===== src/sv/multi_mode_branch_predictor_assert.svh =====
// assertion macros for the branch predictor
`ifndef MULTI_MODE_BRANCH_PREDICTOR_ASSERT_SVH
`define MULTI_MODE_BRANCH_PREDICTOR_ASSERT_SVH

// same-cycle implication on the block clock
`define MMBP_ASSERT_NOW(lbl, ante, cons, msg) \
   lbl: assert property (@(posedge clock) disable iff (reset) (ante) |-> (cons)) \
      else $error(msg);

// next-cycle implication on the block clock
`define MMBP_ASSERT_NEXT(lbl, ante, cons, msg) \
   lbl: assert property (@(posedge clock) disable iff (reset) (ante) |=> (cons)) \
      else $error(msg);

`endif


===== src/sv/mmbp_pkg.sv =====
// shared types, constants and counter helpers of the branch predictor
package mmbp_pkg;

   localparam int PC_BITS_DEF     = 10;
   localparam int HIST_BITS_DEF   = 4;
   localparam int WEIGHT_BITS_DEF = 16;

   localparam int PC_FIELD_BITS  = 10;
   localparam int CSR_IDX_BITS   = 1;
   localparam int CSR_DATA_BITS  = 4;
   localparam int MODE_BITS      = 3;
   localparam int CBITS_BITS     = 4;
   localparam int CTR_BITS       = 8;

   typedef enum logic [MODE_BITS-1:0] {
      MODE_BIMODAL = 3'd0,
      MODE_GSHARE  = 3'd1,
      MODE_LOCAL   = 3'd2,
      MODE_TOURN   = 3'd3,
      MODE_PERCEPT = 3'd4
   } mode_type;

   typedef enum logic [CSR_IDX_BITS-1:0] {
      CSR_MODE  = 1'b0,
      CSR_CBITS = 1'b1
   } csr_idx_type;

   typedef enum logic [1:0] {
      CH_STRONG_LOCAL  = 2'd0,
      CH_WEAK_LOCAL    = 2'd1,
      CH_WEAK_GLOBAL   = 2'd2,
      CH_STRONG_GLOBAL = 2'd3
   } chooser_type;

   typedef enum logic [2:0] {
      ST_CLEAR,
      ST_IDLE,
      ST_RD1,
      ST_RD2,
      ST_EXEC
   } state_type;

   localparam logic [MODE_BITS-1:0]  MODE_RESET  = MODE_GSHARE;
   localparam logic [CBITS_BITS-1:0] CBITS_RESET = 4'd2;
   localparam logic [CBITS_BITS-1:0] CBITS_MAX   = 4'd8;

   function automatic logic [CTR_BITS-1:0] count_max(input logic [CBITS_BITS-1:0] cb);
      logic [CTR_BITS:0] m;
      m = (9'd1 << cb) - 9'd1;
      return (cb >= CBITS_MAX) ? {CTR_BITS{1'b1}} : m[CTR_BITS-1:0];
   endfunction

   function automatic logic ctr_taken(input logic [CTR_BITS-1:0] v,
                                      input logic [CTR_BITS-1:0] cmax);
      return v > (cmax >> 1);
   endfunction

   function automatic logic [CTR_BITS-1:0] ctr_train(input logic [CTR_BITS-1:0] v,
                                                     input logic [CTR_BITS-1:0] cmax,
                                                     input logic taken);
      logic [CTR_BITS-1:0] c;
      c = (v > cmax) ? cmax : v;
      if (taken) begin
         return (c < cmax) ? c + 8'd1 : cmax;
      end
      return (c > 8'd0) ? c - 8'd1 : 8'd0;
   endfunction

endpackage


===== src/sv/mmbp_perceptron.sv =====
// perceptron sum and saturating weight training for one row
module mmbp_perceptron #(
   parameter int HIST_BITS   = mmbp_pkg::HIST_BITS_DEF,
   parameter int WEIGHT_BITS = mmbp_pkg::WEIGHT_BITS_DEF,
   parameter int SUM_BITS    = WEIGHT_BITS + HIST_BITS + 2,
   parameter int ROW_BITS    = WEIGHT_BITS * (HIST_BITS + 1)
) (
   input  logic [ROW_BITS-1:0]            row,
   input  logic [HIST_BITS-1:0]           ghist,
   input  logic                           taken,
   input  logic signed [SUM_BITS-1:0]     last_sum,
   input  logic [mmbp_pkg::CTR_BITS-1:0]  theta,
   output logic signed [SUM_BITS-1:0]     sum,
   output logic                           train,
   output logic [ROW_BITS-1:0]            new_row
);
   import mmbp_pkg::*;

   localparam logic signed [WEIGHT_BITS-1:0] W_MAX = {1'b0, {(WEIGHT_BITS-1){1'b1}}};
   localparam logic signed [WEIGHT_BITS-1:0] W_MIN = {1'b1, {(WEIGHT_BITS-1){1'b0}}};
   localparam logic signed [WEIGHT_BITS-1:0] W_ONE = {{(WEIGHT_BITS-1){1'b0}}, 1'b1};

   logic signed [SUM_BITS-1:0] acc;
   logic        [SUM_BITS-1:0] mag;
   logic signed [SUM_BITS-1:0] th;

   // bias plus or minus the low HIST_BITS+1 bits of each history weight, read as unsigned
   always_comb begin
      acc = SUM_BITS'(signed'(row[WEIGHT_BITS-1:0]));
      mag = '0;
      for (int i = 0; i < HIST_BITS; i++) begin
         mag = SUM_BITS'(row[(i+1)*WEIGHT_BITS +: HIST_BITS+1]);
         if (ghist[i]) begin
            acc = acc + signed'(mag);
         end else begin
            acc = acc - signed'(mag);
         end
      end
      sum = acc;
   end

   assign th    = signed'(SUM_BITS'(theta));
   assign train = taken ? !(last_sum > th) : !(last_sum < -th);

   always_comb begin
      logic                          inc;
      logic signed [WEIGHT_BITS-1:0] w;
      new_row = row;
      for (int j = 0; j <= HIST_BITS; j++) begin
         inc = (j == 0) ? taken : (ghist[(j == 0) ? 0 : j-1] == taken);
         w   = row[j*WEIGHT_BITS +: WEIGHT_BITS];
         if (inc) begin
            new_row[j*WEIGHT_BITS +: WEIGHT_BITS] = (w == W_MAX) ? w : w + W_ONE;
         end else begin
            new_row[j*WEIGHT_BITS +: WEIGHT_BITS] = (w == W_MIN) ? w : w - W_ONE;
         end
      end
   end
endmodule

===== config.mk =====
export PLATFORM = sky130hd
export DESIGN_NAME = mmbp_perceptron
export DESIGN_NICKNAME = d
export VERILOG_FILES = /design/src/sv/multi_mode_branch_predictor_assert.svh /design/src/sv/mmbp_pkg.sv /design/src/sv/mmbp_perceptron.sv
export SDC_FILE = /design/constraint.sdc
export NUM_CORES = 1
export LEC_CHECK = 0
export ABC_CLOCK_PERIOD_IN_PS = 11100
export BUFFER_PORTS_ARGS = -buffer_cell sky130_fd_sc_hd__buf_2
export CAP_MARGIN = 20
export CORE_MARGIN = 4
export CORE_UTILIZATION = 50
export DETAILED_ROUTE_END_ITERATION = 7
export PLACE_DENSITY = 0.8
export SLEW_MARGIN = 15
export SYNTH_ARGS = -nofsm -noshare
export SYNTH_HDL_FRONTEND = slang
export SYNTH_SLANG_ARGS = --single-unit

===== constraint.sdc =====
create_clock -name vclk -period 11.1
set_input_delay 0 -clock vclk [all_inputs]
set_output_delay 0 -clock vclk [all_outputs]
set_load 0.05 [all_outputs]

==> results.sh <==
export IMPL_setup_slack_ps=3570
export IMPL_gr_usage_all_layers_pct=22.5
export IMPL_power_density_nw_per_um2=302
export IMPL_dr_max_layer_used="met4"
export IMPL_setup_viol=0
export IMPL_slowest_stage="a21boi_0"
export IMPL_route_met3_wl_um=1290
export IMPL_endpoint_kind="output port"
export IMPL_cp_required_ps=11100
export IMPL_drt_wl_total_um=21200
export IMPL_dr_wl_met2_um=9970
export IMPL_combPwrFrac_pct=100.0
export IMPL_gp_congestion=0.937
export IMPL_power_switching_mw=1.84
export IMPL_antenna_found_initial=0
export IMPL_nClkBuffers=0
export IMPL_core_sq_um=15100
export IMPL_crit_type="in -> out"
export IMPL_rsz0062_at_grt="false"
export IMPL_finalHoldViolations=0
export IMPL_crit_start="row[16]"
export IMPL_die_h_um=132
export IMPL_ys_seq_area_share_pct=0
export IMPL_regArea_sq_um=0
export IMPL_rows=45
export IMPL_crit_buf_inv=3
export IMPL_period_share_pct=67.9
export IMPL_synth_cell_area_sq_um=7700
export IMPL_p_leak_nw=4.16
export IMPL_grt_max_degree=19
export IMPL_start_util_pct=50.9
export IMPL_cts_hold_buffers=0
export IMPL_routed_via_density=5.84
export IMPL_layout_nets=1562
export IMPL_fmax_mhz=133
export IMPL_yosys_warnings=0
export IMPL_ctsResizeCount=0
export IMPL_clockPowerShare_pct=0
export IMPL_drv_slew=0
export IMPL_die_x_um=132
export IMPL_p_int_mw=0.855
export IMPL_gr_total_overflow=0
export IMPL_max_stage_delay_ps=450
export IMPL_io_pins=218
export IMPL_fillCellCount=1446
export IMPL_wl_per_cell_um=14.1
export IMPL_dr_pass1_iters=5
export IMPL_port_buffers=218
export IMPL_syn_nets=1369
export IMPL_hold_path_cell_count=3
export IMPL_hold_path_class="in -> out"
export IMPL_start_kind="primary input"
export IMPL_status="completed"
export IMPL_setup_tns_ps=0
export IMPL_ys_top_cells_by_area="ha_1 20%, xnor2_1 12%, a21oi_1 6.2%"
export IMPL_drive_above_1_share_pct=19.5
export IMPL_drt_iter0_drc=511
export IMPL_postSynthAreaPerCell_sq_um=6.85
export IMPL_place_ws_ps=3650
export IMPL_worstPathArrival_ps=7530
export IMPL_hp_start="row[59]"
export IMPL_worst_pin_slew_ps=796
export IMPL_vdd_ir_drop_max_uv=523
export IMPL_die_area_sq_um=17500
export IMPL_synthDistinctLibCells=80
export IMPL_path_max_fanout=6
export IMPL_grt_pass1_wl_um=35600
export IMPL_cts_setup_buffers=0
export IMPL_yosysTopAreaCell="ha_1"
export IMPL_synth_top_area_share_pct=20.3
export IMPL_crit_family="compound AO/OA/AOI/OAI gates"
export IMPL_switching_share_pct=68.2
export IMPL_cpMostUsedCell="ha_1"
export IMPL_slew_headroom_pct=46.5
export IMPL_grt_pass1_vias=8028
export IMPL_wl_met1_um=9690
export IMPL_vias=8791
export IMPL_layout_min_cycle_time_ps=7530
export IMPL_areaGrowthSynthToFinish_pct=15.7
export IMPL_pwr_share_seq_pct=0
export IMPL_dp_hpwl_um=18200
export IMPL_drv_cap=0
export IMPL_holdPathEnd="new_row[59]"
export IMPL_design_seq_count=0
export IMPL_synthCells=1125
export IMPL_drc=0
export IMPL_final_antenna_net_count=0
==> worst max-delay path by stage <==
stage               depth (start not counted)       to
floorplan                                  33  sum[21]
global placement                           37  sum[21]
detailed placement                         37  sum[21]
CTS                                        37  sum[21]
global route                               37  sum[21]
finish                                     37  sum[21]
==> metrics by stage <==
step	std cells	instance area [sq um]	util (%)	power, mW	hold slack [ps]
after floorplan	1125	7700	-	2.19	266
after global placement	1504	8910	58.8	2.66	374
after detailed placement	1504	8910	58.8	2.69	373
after CTS	1504	8910	58.8	2.69	374
after global routing	1504	8910	58.8	2.91	378
final	1505	8910	58.8	2.69	375
==> metal layers <==
metal	global-route usage [%]	vias to the layer above
li1	-	4555
met1	30.4	3929
met2	39.8	287
met3	2.18	20
met4	3.15	0
met5	0	-
==> cell usage in the layout, fill, tap and decap left out, types with 4 or more instances in the layout <==
cell type,Yosys,layout
buf_2,4,218
ha_1,125,125
xnor2_1,104,104
nor2_1,102,102
a21oi_1,96,96
nand2_1,85,85
o21ai_0,59,59
nor3_1,56,56
inv_1,52,52
nand3_1,45,45
xor2_1,45,45
a21o_1,26,26
a31oi_1,26,26
and3_1,22,22
a211oi_1,19,19
nand2b_1,16,16
nor2b_1,14,14
nor3b_1,14,14
nor4_1,12,12
nand4_1,11,11
o22ai_1,11,11
o21a_1,11,11
and2_1,9,9
a22oi_1,8,8
or2_2,7,7
mux2_2,6,6
mux2i_1,6,6
or3_1,5,5
a221oi_1,5,5
a211o_1,5,5
o21bai_1,5,5
a21boi_0,4,4
o211ai_1,4,4
nand3b_1,4,4
or4_1,4,4
fa_1,4,4
==> kinds of logic (layout without fill, tap and decap cells) <==
logic type / Yosys count / count (layout) / synth area share [%]
other: 0 / 1 / 0
multiplexers: 12 / 12 / 1.66
buffers and inverters: 82 / 273 / 4.39
XOR/XNOR: 149 / 149 / 16.9
AND/OR/NAND/NOR: 433 / 433 / 29.1
AO/OA/AOI/OAI: 320 / 320 / 26.6
adder cells (fa/ha/maj): 129 / 129 / 21.3
==> synthesized netlist by cell type, types with 7 or more instances <==
| cell | number |
|---|---|
| nand3_1 | 45 |
| nor2b_1 | 14 |
| clkbuf_1 | 21 |
| a21oi_1 | 96 |
| xnor2_1 | 104 |
| nand2b_1 | 16 |
| a21o_1 | 26 |
| a211oi_1 | 19 |
| inv_1 | 52 |
| a31oi_1 | 26 |
| and2_1 | 9 |
| nor4_1 | 12 |
| nor2_1 | 102 |
| or2_2 | 7 |
| ha_1 | 125 |
| nor3b_1 | 14 |
| o21ai_0 | 59 |
| and3_1 | 22 |
| o21a_1 | 11 |
| nand4_1 | 11 |
| xor2_1 | 45 |
| nand2_1 | 85 |
| a22oi_1 | 8 |
| o22ai_1 | 11 |
| nor3_1 | 56 |
==> power by group through the flow <==
| stage | clock network [mW] | registers, mW | logic, mW |
|---|---|---|---|
| floorplan | 0 | 0 | 2.19 |
| global placement | 0 | 0 | 2.66 |
| detailed placement | 0 | 0 | 2.69 |
| CTS | 0 | 0 | 2.69 |
| global route | 0 | 0 | 2.91 |
| finish | 0.0000000121 | 0 | 2.69 |
==> layout make-up <==
class | instances | area (sq um) | share of cell area (%)
antenna | 1 | 2.50 | 0.0281
inverter | 52 | 195 | 2.19
multi-input combinational | 1043 | 7370 | 82.6
tap | 188 | 235 | 2.64
timing repair buffer | 221 | 1110 | 12.5
(Power assumes the default switching activity.)
